## src/rtl/core/gbc_pkg.sv

```systemverilog
`timescale 1ns / 1ps
// ----------------------------------------------------------------------------
// gbc_pkg: shared types and codes of the gyro bias calibrator
// Function selectors, result status codes, register indexes and the
// structures that pass between the lanes, the merge stage and the top level.
// ----------------------------------------------------------------------------
package gbc_pkg;

  localparam int SAMPLE_W   = 16;
  localparam int RATE_W     = 17;
  localparam int STATUS_W   = 3;
  localparam int FUNC_W     = 2;
  localparam int CFG_W      = 16;
  localparam int CFG_IDX_W  = 1;
  localparam int MAX_AXES   = 3;
  localparam int DIV_STEPS  = 16;
  localparam int DIV_CNT_W  = $clog2(DIV_STEPS + 1);

  localparam logic [FUNC_W-1:0] FUNC_MEAS    = 2'd0;
  localparam logic [FUNC_W-1:0] FUNC_CAL     = 2'd1;
  localparam logic [FUNC_W-1:0] FUNC_RESTART = 2'd2;
  localparam logic [FUNC_W-1:0] FUNC_UNUSED  = 2'd3;

  localparam logic [STATUS_W-1:0] ST_CALIBRATED = 3'd0;
  localparam logic [STATUS_W-1:0] ST_CONTINUING = 3'd1;
  localparam logic [STATUS_W-1:0] ST_INVALID    = 3'd2;
  localparam logic [STATUS_W-1:0] ST_COMM_ERROR = 3'd3;
  localparam logic [STATUS_W-1:0] ST_READY      = 3'd4;

  localparam logic [CFG_IDX_W-1:0] CFG_DEV_LIMIT   = 1'd0;
  localparam logic [CFG_IDX_W-1:0] CFG_SAMPLE_TIME = 1'd1;

  localparam logic [CFG_W-1:0] DEV_LIMIT_RESET   = 16'd200;
  localparam logic [CFG_W-1:0] SAMPLE_TIME_RESET = 16'd256;

  typedef struct packed {
    logic busy;
    logic over;
  } lane_stat_t;

  typedef struct packed {
    logic                set_reseed;
    logic                count_inc;
    logic [STATUS_W-1:0] status;
  } merge_t;

endpackage

```

## src/rtl/core/gbc_ifs.sv

```systemverilog
`timescale 1ns / 1ps
// ----------------------------------------------------------------------------
// gbc_ifs: valid/ready channels of the gyro bias calibrator
// One channel carries a finished gyro transfer, the other a result beat.
// ----------------------------------------------------------------------------
interface gbc_item_if
  import gbc_pkg::*;
();
  logic                       valid;
  logic                       ready;
  logic [FUNC_W-1:0]          func;
  logic                       comm_error;
  logic                       complete;
  logic signed [SAMPLE_W-1:0] sample_x;
  logic signed [SAMPLE_W-1:0] sample_y;
  logic signed [SAMPLE_W-1:0] sample_z;

  modport source (output valid, func, comm_error, complete, sample_x, sample_y, sample_z,
                  input ready);
  modport sink (input valid, func, comm_error, complete, sample_x, sample_y, sample_z,
                output ready);
endinterface

interface gbc_result_if
  import gbc_pkg::*;
();
  logic                     valid;
  logic                     ready;
  logic [STATUS_W-1:0]      status;
  logic signed [RATE_W-1:0] rate_x;
  logic signed [RATE_W-1:0] rate_y;
  logic signed [RATE_W-1:0] rate_z;

  modport source (output valid, status, rate_x, rate_y, rate_z, input ready);
  modport sink (input valid, status, rate_x, rate_y, rate_z, output ready);
endinterface

```

## src/rtl/core/gbc_lane.sv

```systemverilog
`timescale 1ns / 1ps
// ----------------------------------------------------------------------------
// gbc_lane: one axis of the calibrator
// Holds the axis bias, checks the deviation of a sample and divides the
// signed difference by the sample time with a restoring divider.
// ----------------------------------------------------------------------------
module gbc_lane
  import gbc_pkg::*;
(
  input  logic                       clk,
  input  logic                       rst,
  input  logic                       start,
  input  logic                       load,
  input  logic                       commit,
  input  logic signed [SAMPLE_W-1:0] sample,
  input  logic [CFG_W-1:0]           limit,
  input  logic [CFG_W-1:0]           divisor,
  output logic signed [SAMPLE_W-1:0] bias,
  output lane_stat_t                 stat
);

  logic                 neg;
  logic                 over;
  logic                 busy;
  logic [SAMPLE_W:0]    rem;
  logic [SAMPLE_W-1:0]  quo;
  logic [DIV_CNT_W-1:0] cnt;

  logic signed [SAMPLE_W:0] diff;
  logic signed [SAMPLE_W:0] mag;
  logic [SAMPLE_W:0]        rem_sh;
  logic                     fits;
  logic signed [SAMPLE_W:0] quo_signed;

  assign diff       = {sample[SAMPLE_W-1], sample} - {bias[SAMPLE_W-1], bias};
  assign mag        = diff[SAMPLE_W] ? -diff : diff;
  assign rem_sh     = {rem[SAMPLE_W-1:0], quo[SAMPLE_W-1]};
  assign fits       = rem_sh >= {1'b0, divisor};
  assign quo_signed = neg ? -$signed({1'b0, quo}) : $signed({1'b0, quo});

  assign stat.busy = busy;
  assign stat.over = over;

  always_ff @(posedge clk) begin
    if (rst) begin
      bias <= '0;
      busy <= 1'b0;
      cnt  <= '0;
    end else if (start) begin
      // The magnitude of a 16-bit difference never exceeds 65535.
      neg  <= diff[SAMPLE_W];
      over <= mag[SAMPLE_W-1:0] > limit;
      quo  <= mag[SAMPLE_W-1:0];
      rem  <= '0;
      cnt  <= DIV_CNT_W'(DIV_STEPS);
      busy <= 1'b1;
    end else if (busy) begin
      rem  <= fits ? rem_sh - {1'b0, divisor} : rem_sh;
      quo  <= {quo[SAMPLE_W-2:0], fits};
      cnt  <= cnt - 1'b1;
      busy <= cnt != DIV_CNT_W'(1);
    end else if (load) begin
      bias <= sample;
    end else if (commit) begin
      // The new bias lies between the old bias and the sample, so it fits.
      bias <= bias + quo_signed[SAMPLE_W-1:0];
    end
  end

endmodule

```

## src/rtl/core/gbc_merge.sv

```systemverilog
`timescale 1ns / 1ps
// ----------------------------------------------------------------------------
// gbc_merge: combines the lane findings of a calibration sample
// Axes are taken in order; the first axis out of range stops the update of
// itself and of every later axis and schedules a restart.
// ----------------------------------------------------------------------------
module gbc_merge
  import gbc_pkg::*;
#(
  parameter int AXES = 3
) (
  input  logic [AXES-1:0]  over,
  input  logic [CFG_W-1:0] settled_count,
  input  logic [CFG_W-1:0] target,
  output logic [AXES-1:0]  commit,
  output merge_t           res
);

  always_comb begin
    logic clean;
    clean = 1'b1;
    for (int i = 0; i < AXES; i++) begin
      clean     = clean & ~over[i];
      commit[i] = clean;
    end
    res.set_reseed = ~clean;
    res.count_inc  = clean && (settled_count < target);
    res.status     = (clean && (settled_count >= target)) ? ST_CALIBRATED : ST_CONTINUING;
  end

endmodule

```

## src/rtl/core/gyro_bias_calibrator_unit.sv

```systemverilog
`timescale 1ns / 1ps
// ----------------------------------------------------------------------------
// gyro_bias_calibrator_unit: gyro bias calibration by running average
// Takes finished three-axis gyro transfers, tracks a per-axis bias during
// calibration and returns bias-corrected rates on measurement transfers.
// ----------------------------------------------------------------------------
//
//  Channel   Direction  Handshake          Beat contents
//  --------  ---------  -----------------  -------------------------------------
//  item      in         valid / ready      func, comm_error, complete, samples
//  result    out        valid / ready      status, rate_x, rate_y, rate_z
//  wr        in         wr_en, no stall    wr_index, wr_data (16 bit)
//
//  A calibration sample that runs through the divider goes from its item
//  beat to the earliest result beat by starting the lanes, 16 steps of
//  the per-lane restoring divider, the sequencer seeing the lanes finish,
//  the merge, loading the output register and the beat itself. Every
//  other item goes from the start state straight to the output register.
//  One item is in work at a time, so the divider sets the rate of calibration.
//  Reset is synchronous: it clears the biases, the count, sets the restart
//  flag and loads the register defaults.
//  A stalled result stays in the output register while the next item is
//  taken and worked on; that item's result waits until the register frees.
//
module gyro_bias_calibrator_unit
  import gbc_pkg::*;
#(
  parameter int AXES = 3
) (
  input  logic                 clk,
  input  logic                 rst,
  gbc_item_if.sink             item,
  gbc_result_if.source         result,
  input  logic                 wr_en,
  input  logic [CFG_IDX_W-1:0] wr_index,
  input  logic [CFG_W-1:0]     wr_data
);

  localparam logic [2:0] S_IDLE  = 3'd0;
  localparam logic [2:0] S_EXEC  = 3'd1;
  localparam logic [2:0] S_DIV   = 3'd2;
  localparam logic [2:0] S_MERGE = 3'd3;
  localparam logic [2:0] S_EMIT  = 3'd4;

  logic [2:0] state;

  // Configuration registers.
  logic [CFG_W-1:0] dev_limit;
  logic [CFG_W-1:0] avg_len;
  logic [CFG_W-1:0] target;

  // Calibration state outside the lanes.
  logic [CFG_W-1:0] settled_count;
  logic             reseed;

  // The item in work.
  logic [FUNC_W-1:0]          func_q;
  logic                       err_q;
  logic                       full_q;
  logic signed [SAMPLE_W-1:0] samp_q [MAX_AXES];

  // Result waiting to enter the output register, and the register itself.
  logic [STATUS_W-1:0]      res_status;
  logic signed [RATE_W-1:0] res_rate [MAX_AXES];
  logic                     out_valid;
  logic [STATUS_W-1:0]      out_status;
  logic signed [RATE_W-1:0] out_rate [MAX_AXES];

  logic signed [SAMPLE_W-1:0] bias_all [MAX_AXES];
  lane_stat_t                 lane_stat [AXES];
  logic [AXES-1:0]            lane_over;
  logic [AXES-1:0]            lane_commit;
  logic                       lanes_busy;
  logic                       lane_start;
  logic                       lane_load;
  logic                       merge_apply;
  logic                       meas_ok;
  merge_t                     merge_res;
  logic                       accept;
  logic                       emit;

  // A sample time of zero behaves as one, both as divisor and as target.
  assign target = (avg_len == '0) ? CFG_W'(1) : avg_len;

  assign accept      = item.valid && item.ready;
  assign item.ready  = state == S_IDLE;
  assign emit        = (state == S_EMIT) && (!out_valid || result.ready);
  assign lane_start  = (state == S_EXEC) && (func_q == FUNC_CAL) && !err_q && full_q && !reseed;
  assign lane_load   = (state == S_EXEC) && (func_q == FUNC_CAL) && !err_q && full_q && reseed;
  assign merge_apply = state == S_MERGE;
  // A clean, complete measurement is the only item that carries rates.
  assign meas_ok     = (func_q == FUNC_MEAS) && !err_q && full_q;

  for (genvar i = 0; i < MAX_AXES; i++) begin : g_axis
    if (i < AXES) begin : g_lane
      gbc_lane u_lane (
        .clk     (clk),
        .rst     (rst),
        .start   (lane_start),
        .load    (lane_load),
        .commit  (merge_apply && lane_commit[i]),
        .sample  (samp_q[i]),
        .limit   (dev_limit),
        .divisor (target),
        .bias    (bias_all[i]),
        .stat    (lane_stat[i])
      );
      assign lane_over[i] = lane_stat[i].over;
    end else begin : g_absent
      assign bias_all[i] = '0;
    end
  end

  always_comb begin
    lanes_busy = 1'b0;
    for (int i = 0; i < AXES; i++) begin
      lanes_busy = lanes_busy | lane_stat[i].busy;
    end
  end

  gbc_merge #(
    .AXES (AXES)
  ) u_merge (
    .over          (lane_over),
    .settled_count (settled_count),
    .target        (target),
    .commit        (lane_commit),
    .res           (merge_res)
  );

  // Register writes.
  always_ff @(posedge clk) begin
    if (rst) begin
      dev_limit <= DEV_LIMIT_RESET;
      avg_len   <= SAMPLE_TIME_RESET;
    end else if (wr_en) begin
      unique case (wr_index)
        CFG_DEV_LIMIT:   dev_limit <= wr_data;
        CFG_SAMPLE_TIME: avg_len   <= wr_data;
        default: ;
      endcase
    end
  end

  // Item capture.
  always_ff @(posedge clk) begin
    if (accept) begin
      func_q    <= item.func;
      err_q     <= item.comm_error;
      full_q    <= item.complete;
      samp_q[0] <= item.sample_x;
      samp_q[1] <= item.sample_y;
      samp_q[2] <= item.sample_z;
    end
  end

  // Sequencer. Only axes that exist give a rate; the rest stay zero.
  always_ff @(posedge clk) begin
    if (rst) begin
      state         <= S_IDLE;
      settled_count <= '0;
      reseed        <= 1'b1;
    end else begin
      unique case (state)
        S_IDLE: begin
          if (accept) begin
            state <= S_EXEC;
          end
        end
        S_EXEC: begin
          // Only a calibration sample against a settled bias needs the divider.
          state <= lane_start ? S_DIV : S_EMIT;
          for (int i = 0; i < MAX_AXES; i++) begin
            if (meas_ok && (i < AXES)) begin
              res_rate[i] <= {samp_q[i][SAMPLE_W-1], samp_q[i]}
                           - {bias_all[i][SAMPLE_W-1], bias_all[i]};
            end else begin
              res_rate[i] <= '0;
            end
          end
          if (func_q == FUNC_RESTART) begin
            reseed     <= 1'b1;
            res_status <= ST_CONTINUING;
          end else if (func_q == FUNC_UNUSED) begin
            res_status <= ST_INVALID;
          end else if (err_q) begin
            res_status <= ST_COMM_ERROR;
          end else if (!full_q) begin
            res_status <= ST_INVALID;
          end else begin
            case (func_q)
              FUNC_CAL: begin
                res_status <= ST_CONTINUING;
                if (reseed) begin
                  settled_count <= '0;
                  reseed        <= 1'b0;
                end
              end
              default: begin
                res_status <= ST_READY;
              end
            endcase
          end
        end
        S_DIV: begin
          if (!lanes_busy) begin
            state <= S_MERGE;
          end
        end
        S_MERGE: begin
          res_status <= merge_res.status;
          if (merge_res.set_reseed) begin
            reseed <= 1'b1;
          end
          if (merge_res.count_inc) begin
            settled_count <= settled_count + 1'b1;
          end
          state <= S_EMIT;
        end
        S_EMIT: begin
          if (emit) begin
            state <= S_IDLE;
          end
        end
        default: state <= S_IDLE;
      endcase
    end
  end

  // Output register: it parts the result channel from the sequencer.
  always_ff @(posedge clk) begin
    if (rst) begin
      out_valid <= 1'b0;
    end else if (emit) begin
      out_valid <= 1'b1;
    end else if (result.ready) begin
      out_valid <= 1'b0;
    end
  end

  always_ff @(posedge clk) begin
    if (emit) begin
      out_status <= res_status;
      for (int i = 0; i < MAX_AXES; i++) begin
        out_rate[i] <= res_rate[i];
      end
    end
  end

  assign result.valid  = out_valid;
  assign result.status = out_status;
  assign result.rate_x = out_rate[0];
  assign result.rate_y = out_rate[1];
  assign result.rate_z = out_rate[2];

endmodule

```

## src/flat_wrapper.sv

```systemverilog
// flat-port wrapper written by rule: the top's interface ports become plain ports
module gyro_bias_calibrator_unit_flat import gbc_pkg::*;
#(
  parameter int AXES = 3
)
  (clk, rst, wr_en, wr_index, wr_data, item_valid, item_func, item_comm_error, item_complete, item_sample_x, item_sample_y, item_sample_z, item_ready, result_valid, result_status, result_rate_x, result_rate_y, result_rate_z, result_ready);
  gbc_item_if item_i ();
  gbc_result_if result_i ();
  input  logic clk;
  input  logic rst;
  input  logic wr_en;
  input  logic [CFG_IDX_W-1:0] wr_index;
  input  logic [CFG_W-1:0] wr_data;
  input wire logic [$bits(item_i.valid)-1:0] item_valid;
  input wire logic [$bits(item_i.func)-1:0] item_func;
  input wire logic [$bits(item_i.comm_error)-1:0] item_comm_error;
  input wire logic [$bits(item_i.complete)-1:0] item_complete;
  input wire logic [$bits(item_i.sample_x)-1:0] item_sample_x;
  input wire logic [$bits(item_i.sample_y)-1:0] item_sample_y;
  input wire logic [$bits(item_i.sample_z)-1:0] item_sample_z;
  output wire logic [$bits(item_i.ready)-1:0] item_ready;
  output wire logic [$bits(result_i.valid)-1:0] result_valid;
  output wire logic [$bits(result_i.status)-1:0] result_status;
  output wire logic [$bits(result_i.rate_x)-1:0] result_rate_x;
  output wire logic [$bits(result_i.rate_y)-1:0] result_rate_y;
  output wire logic [$bits(result_i.rate_z)-1:0] result_rate_z;
  input wire logic [$bits(result_i.ready)-1:0] result_ready;
  assign item_i.valid = item_valid;
  assign item_i.func = item_func;
  assign item_i.comm_error = item_comm_error;
  assign item_i.complete = item_complete;
  assign item_i.sample_x = item_sample_x;
  assign item_i.sample_y = item_sample_y;
  assign item_i.sample_z = item_sample_z;
  assign item_ready = item_i.ready;
  assign result_valid = result_i.valid;
  assign result_status = result_i.status;
  assign result_rate_x = result_i.rate_x;
  assign result_rate_y = result_i.rate_y;
  assign result_rate_z = result_i.rate_z;
  assign result_i.ready = result_ready;
  gyro_bias_calibrator_unit #(.AXES(AXES)) u_core (.clk(clk), .rst(rst), .item(item_i), .result(result_i), .wr_en(wr_en), .wr_index(wr_index), .wr_data(wr_data));
endmodule
```

## config.mk

```make
export PLATFORM = sky130hd
export DESIGN_NAME = gyro_bias_calibrator_unit_flat
export DESIGN_NICKNAME = d
export VERILOG_FILES = /design/src/rtl/core/gbc_pkg.sv /design/src/rtl/core/gbc_ifs.sv /design/src/rtl/core/gbc_lane.sv /design/src/rtl/core/gbc_merge.sv /design/src/rtl/core/gyro_bias_calibrator_unit.sv /design/src/flat_wrapper.sv
export SDC_FILE = /design/constraint.sdc
export NUM_CORES = 1
export LEC_CHECK = 0
export ABC_AREA = 1
export BUFFER_PORTS_ARGS = -buffer_cell sky130_fd_sc_hd__buf_2
export CAP_MARGIN = 15
export CORE_ASPECT_RATIO = 1.2
export CORE_UTILIZATION = 40
export DETAILED_ROUTE_END_ITERATION = 10
export PLACE_DENSITY_LB_ADDON = 0.1
export SLEW_MARGIN = 20
export SYNTH_ARGS = -nofsm -noshare
export SYNTH_HDL_FRONTEND = slang
export SYNTH_SLANG_ARGS = --single-unit
```

## constraint.sdc

```tcl
create_clock -name clk -period 8 [get_ports clk]
set_clock_uncertainty 0.2 [all_clocks]
set_input_delay 1.6 -clock clk [delete_from_list [all_inputs] [get_ports clk]]
set_output_delay 1.6 -clock clk [all_outputs]
set_load 0.02 [all_outputs]
```

==> impl_metrics.yaml, run 1 <==
status:
  status: "complete, no violations"
placed_design:
  placed_area_mm2: 0.0275
  gp_congestion: 0.921
  dp.final_hpwl_mm: 58.7
  io_buffer_count: 129
  placedCellCount: 4277
sta:
  holdWs_ps: 219
  finalSetupTns_ps: 0
  slew_headroom_pct: 25.0
  worstMarginPinSlew_ps: 1120
  grt_setup_unrepaired: "no"
  drv_slew: 0
  fin_crit_sh_pct: 52.2
  fin_crit_ps: 4180
  setup_viol: 0
  max_freq_ghz: 0.239
  finalHoldViolations: 0
global_routing:
  grt_pass1_wl_mm: 124
  top_usage_layer: "met2"
  first_global_vias: 22500
  met2_usage_pct: 41.4
  grtUsageMet1_pct: 30.2
  overflow: 0
  grt_max_degree: 57
  grt_usage_pct: 23.8
  use_met3_pct: 3.01
  grt_antenna_before_repair: 3
setup_path:
  path_max_fanout: 55
  crit_arrival_ps: 4180
  r2r-start: "u_core.func_q[1]"
  path_class: "reg2reg"
  reg2reg_depth: 10
  endpoint_kind: "flip-flop"
  ff2ff_setup_slack_ps: 3820
  cp.required_ps: 8000
  start_kind: "flip-flop"
  reg2reg_to: "u_core.g_axis[2].g_lane.u_lane.over"
synth:
  yosysUniqueCellTypes: 54
  async_reset_ff_share_pct: 0
  yosys.area.top_type: "edfxtp_1"
  ys_warn_count: 0
  syn_area_per_cell_um2: 7.68
  synth_edf_count: 245
  synth_fp_nets: 3688
  netlist_area_mm2: 0.0260
  yosysSeqAreaShare_pct: 38.8
  synthCells: 3383
  ys_ff_latch: 381
  synth_top_area_share_pct: 28.3
  synthTopCellsByArea: "edfxtp_1 (28%), nand2_1 (12%), ha_1 (11%), dfxtp_1 (10%), inv_1 (6.5%)"
  synthFlopType: "edfxtp_1"
finish:
  final_cell_area_mm2: 0.0291
  multiInputGateArea_mm2: 0.0138
  ff_latch_area_mm2: 0.0101
  n_fill_cell: 6453
  drive_above_1_share_pct: 9.01
  nNetsFinal: 3799
  syn2layout_area_growth_pct: 12.1
  finalNonFillerCells: 4363
  n_antenna_cell: 0
floorplan:
  design.core.area_mm2: 0.0644
  start_util_pct: 40.3
  ios: 130
  die_w_um: 235
  fp.dieH_um: 281
  die_area_mm2: 0.0660
  rows: 102
min_path:
  holdPathEnd: "u_core.out_rate[0][11]"
  hold_depth: 0
  hold_class: "reg2reg"
  hold_path.startpoint: "u_core.res_rate[0][11]"
clocking:
  ctsResizeCount: 0
  cts_buffers: 45
  ctsHoldBuffers: 0
  cts.path.max_buffers: 3
  cts_tree: "built"
  clock_latency_ps: 590
  cts_sinks: 381
  postCtsSetupBuffers: 0
  cts_root_buf: "clkbuf_16"
  clkSlewWorstSetupHoldPaths_ps: 60
  htreeDepth: 2
power_and_ir_drop:
  max-vdd-ir-drop_mv: 0.167
  power_density_mw_per_mm2: 191
  total_leakage_power_nw: 13.2
routing:
  dr.first_iter.drc_count: 1536
  vias_per_cell: 5.27
  drtAntennaViolNets: 0
  routedWlPerCell_um: 18.1
  drcViolationCount: 0
  vias: 23000
  firstDrtPassIters: 6
  wirelength_mm: 78.9
run:
  drv_cap: 0
==> metrics by stage <==
stage / total power [mW] / utilization (%) / setup WS, ps
5_1_grt: 5.83 / 45.2 / 3580
6_report: 5.56 / 45.2 / 3820
3_3_place_gp: 3.31 / 42.6 / 3840
3_5_place_dp: 3.32 / 42.6 / 3850
4_1_cts: 5.61 / 45.1 / 3800
2_1_floorplan: 3.01 / - / 2090
==> routing by layer <==
layer  up-vias  wire length [µm]
li1      11500                 -
met1     10700             35200
met2       607             37300
met3       145              3660
met4         0              2730
met5         -                 0
==> worst max-delay path, cell delays in order, from the launching register on <==
cell      delay [ps]
edfxtp_1         470
inv_1            130
ha_1             180
nand2_1           70
nor2_1           240
nand2_1          140
nor2_4            80
buf_4            450
clkinv_2         500
buf_4            440
nor2_1           850
==> area by class of cell <==
type | instances | share of cell area [%]
Multi-Input combinational cell | 2453 | 47.4
Sequential cell | 381 | 34.6
Inverter | 469 | 6.06
Clock buffer | 57 | 4.38
Tap cell | 832 | 3.57
Timing Repair Buffer | 144 | 2.81
Clock inverter | 27 | 1.15
==> worst max-delay path by stage <==
stage | start | to | slack (ps)
5_1_grt | u_core.func_q[1] | u_core.g_axis[2].g_lane.u_lane.over | 3580
4_1_cts | u_core.func_q[1] | u_core.g_axis[2].g_lane.u_lane.over | 3800
3_5_place_dp | u_core.func_q[1] | u_core.g_axis[0].g_lane.u_lane.neg | 3850
6_report | u_core.func_q[1] | u_core.g_axis[2].g_lane.u_lane.over | 3820
3_3_place_gp | rst | u_core.res_rate[2][1] | 3840
2_1_floorplan | item_valid | u_core.err_q | 2090
==> registers in the layout, indices dropped and copies added, names as in the netlist, 15 cells and up <==
signal	cells
u_core.out_rate	51
u_core.g_axis.g_lane.u_lane.cnt	15
u_core.res_rate	51
u_core.samp_q	48
u_core.avg_len	16
u_core.g_axis.g_lane.u_lane.quo	48
u_core.g_axis.g_lane.u_lane.bias	48
u_core.g_axis.g_lane.u_lane.rem	48
u_core.settled_count	16
u_core.dev_limit	16
==> placed cells by master, fill, tap and decap left out, types with 5 or more instances in the layout <==
master	count
nand2_1	806
inv_1	452
nor2_1	294
a21oi_1	285
edfxtp_1	245
ha_1	222
o21ai_0	212
nand3_1	175
dfxtp_1	136
buf_2	129
xor2_1	84
clkbuf_16	49
xnor2_1	36
nor3_1	34
nand2_2	31
nand4_1	30
a31oi_1	25
o21ai_1	24
o211ai_1	20
a211oi_1	17
a21o_1	17
o21bai_1	13
inv_2	13
nor4_1	13
or2_2	13
nand3b_1	12
buf_4	12
a221oi_1	10
nor2_2	9
clkinv_2	9
fa_1	9
nand3_2	8
nor2_4	7
o31ai_1	7
bufinv_16	7
clkbuf_1	6
a21boi_0	5
==> power by group <==
part | switching, mW | total (mW) | internal [mW]
Sequential | 0.0410 | 2.22 | 2.18
Clock | 0.906 | 2.27 | 1.36
Combinational | 0.717 | 1.07 | 0.349
==> synthesized netlist by cell type, types with 10 or more instances <==
library cell,number
a21oi_1,288
nand3_1,176
nand2_1,806
buf_2,17
a21o_1,17
nor4_1,13
o21ai_1,24
nor3_1,35
or2_2,13
clkbuf_1,51
nor2_1,296
dfxtp_1,136
nand4_1,30
edfxtp_1,245
xnor2_1,36
a221oi_1,10
a31oi_1,25
a211oi_1,17
xor2_1,84
o21ai_0,212
inv_2,14
ha_1,222
nand2_2,31
inv_1,452
o21bai_1,13
o211ai_1,20
nand3b_1,12
==> logic make-up (layout without fill, tap and decap cells) <==
family	after synthesis	after routing	synth area share, %
and+or+nand+nor	1442	1442	23.4
AOI/OAI and AO/OA	659	659	14.1
buffers and inverters	549	697	8.29
DFF	381	381	38.8
adders and majority gates	231	231	11.4
xor gates and xnor gates	121	121	4.11
Power figures use the tool's default switching activity.
==> run 2, diff against run 1 <==
Clock period 8 ns to 3.7 ns, I/O delays scaled along.
==> impl_metrics.yaml, run 2 (same netlist as run 1, synthesis figures left out) <==
power_and_ir_drop:
  power_density_mw_per_mm2: 393
  finalPower_mw: 12.0
  max-vdd-ir-drop_mv: 0.319
  total_leakage_power_nw: 13.7
finish:
  final_cell_area_mm2: 0.0306
  syn2layout_area_growth_pct: 17.8
  n_antenna_cell: 0
  ff_latch_area_mm2: 0.0101
  layout_commonest_cell: "nand2_1"
  reg_top3: "u_core.out_rate: 51 flops, u_core.res_rate: 51 flops"
  n_fill_cell: 6380
  mostFrequentLayoutCells: "nand2_1 (771), inv_1 (438), nor2_1 (275), a21oi_1 (273), edfxtp_1 (245)"
  drive_above_1_share_pct: 15.8
  nNetsFinal: 3908
  multiInputGateArea_mm2: 0.0146
floorplan:
  die_w_um: 235
  die_area_mm2: 0.0660
  start_util_pct: 40.3
  ios: 130
  rows: 102
  fp.dieH_um: 281
  design.core.area_mm2: 0.0644
clocking:
  cts_sinks: 381
  clkSlewWorstSetupHoldPaths_ps: 60
  clock_latency_ps: 590
  cts_buffers: 44
  cts.path.max_buffers: 3
  cts_tree: "built"
  ctsHoldBuffers: 0
  htreeDepth: 2
  cts_root_buf: "clkbuf_16"
setup_path:
  ff2ff_setup_slack_ps: 60
  path_class: "reg2reg"
  crit_arrival_ps: 3750
  cp.required_ps: 3820
  endpoint_kind: "flip-flop"
  start_kind: "flip-flop"
  path_max_fanout: 6
routing:
  drcViolationCount: 0
  vias: 23300
  wirelength_mm: 80.2
  dr.first_iter.drc_count: 1392
  firstDrtPassIters: 9
  routedWlPerCell_um: 17.9
  drtAntennaViolNets: 0
  vias_per_cell: 5.21
global_routing:
  overflow: 0
  first_global_vias: 22700
  grt_antenna_before_repair: 0
  grt_pass1_wl_mm: 124
  grt_usage_pct: 23.9
  grt_max_degree: 57
sta:
  fin_crit_ps: 3640
  worstMarginPinSlew_ps: 860
  grt_setup_unrepaired: "yes"
  fin_crit_sh_pct: 98.3
  setup_viol: 0
  slew_headroom_pct: 42.5
  finalHoldViolations: 0
  max_freq_ghz: 0.275
  drv_slew: 0
status:
  status: "complete, no violations"
placed_design:
  gp_congestion: 0.916
  placed_area_mm2: 0.0281
  dp.final_hpwl_mm: 60.5
  io_buffer_count: 129
run:
  drv_cap: 0
min_path:
  hold_class: "in2reg"
-- run 2: repair_timing --
action,in CTS,in global routing
setup endpoints to repair,1,8
gates cloned,0,1
buffers inserted,3,30
pin swaps,9,70
gates resized for setup,15,195
-- run 2: path summary, 6_finish.rpt --
check,start,endpoint,cells past startpoint
setup reg to reg,u_core.samp_q[0][16],u_core.g_axis[1].g_lane.u_lane.over,21
setup / recovery,u_core.samp_q[0][16],u_core.g_axis[1].g_lane.u_lane.over,21
hold / removal,item_sample_z[12],u_core.samp_q[0][44],1
hold reg to reg,u_core.res_rate[0][15],u_core.out_rate[0][15],0
-- run 2: report_power, final --
group	switching, mW	internal [mW]
Sequential	0.0867	4.72
Clock	1.89	2.51
Combinational	1.76	1.05
-- run 2: metal layers --
metal / track usage (%) / part of all wire (%)
met1: 29.9 / 44
met2: 42.7 / 49
met3: 3.12 / 4.0
met4: 7.41 / 3.0
met5: 0 / 0
-- run 2: cell type report --
class,count,area share (%)
Timing Repair Buffer,253,5.39
Clock inverter,28,0.781
Inverter,469,5.84
Clock buffer,54,3.89
Tap cell,832,3.40
Sequential cell,381,32.9
Timing Repair inverter,1,0.0286
Multi-Input combinational cell,2453,47.7
-- run 2: critical path, cell delays in order, from the launching register on --
cell and delay [ps]:
edfxtp_1 380, inv_1 70, ha_2 170, inv_2 40, fa_2 380, nand2_2 90, nand2_4 70, nand3_4 80
nand2_4 80, nand3_4 80, nand3_2 130, nand2_8 150, clkinv_8 70, nand2_1 90, xor2_2 200, ha_1 290
nand2_1 80, nor2_1 40, a211oi_1 240, o21ai_1 140, a211oi_2 240, a41oi_2 60
-- run 2: stage by stage --
stage,TNS (ps),util (%),worst slack (ps),hold WS [ps],cells
2_1_floorplan,-10620,-,-166,200,3383
6_report,0,47.5,63.2,123,4471
3_5_place_dp,-184,43.6,-184,206,4356
5_1_grt,-383,47.5,-141,96.9,4471
4_1_cts,0,45.9,3.66,86.8,4441
3_3_place_gp,-30.3,43.6,-30.3,201,4356
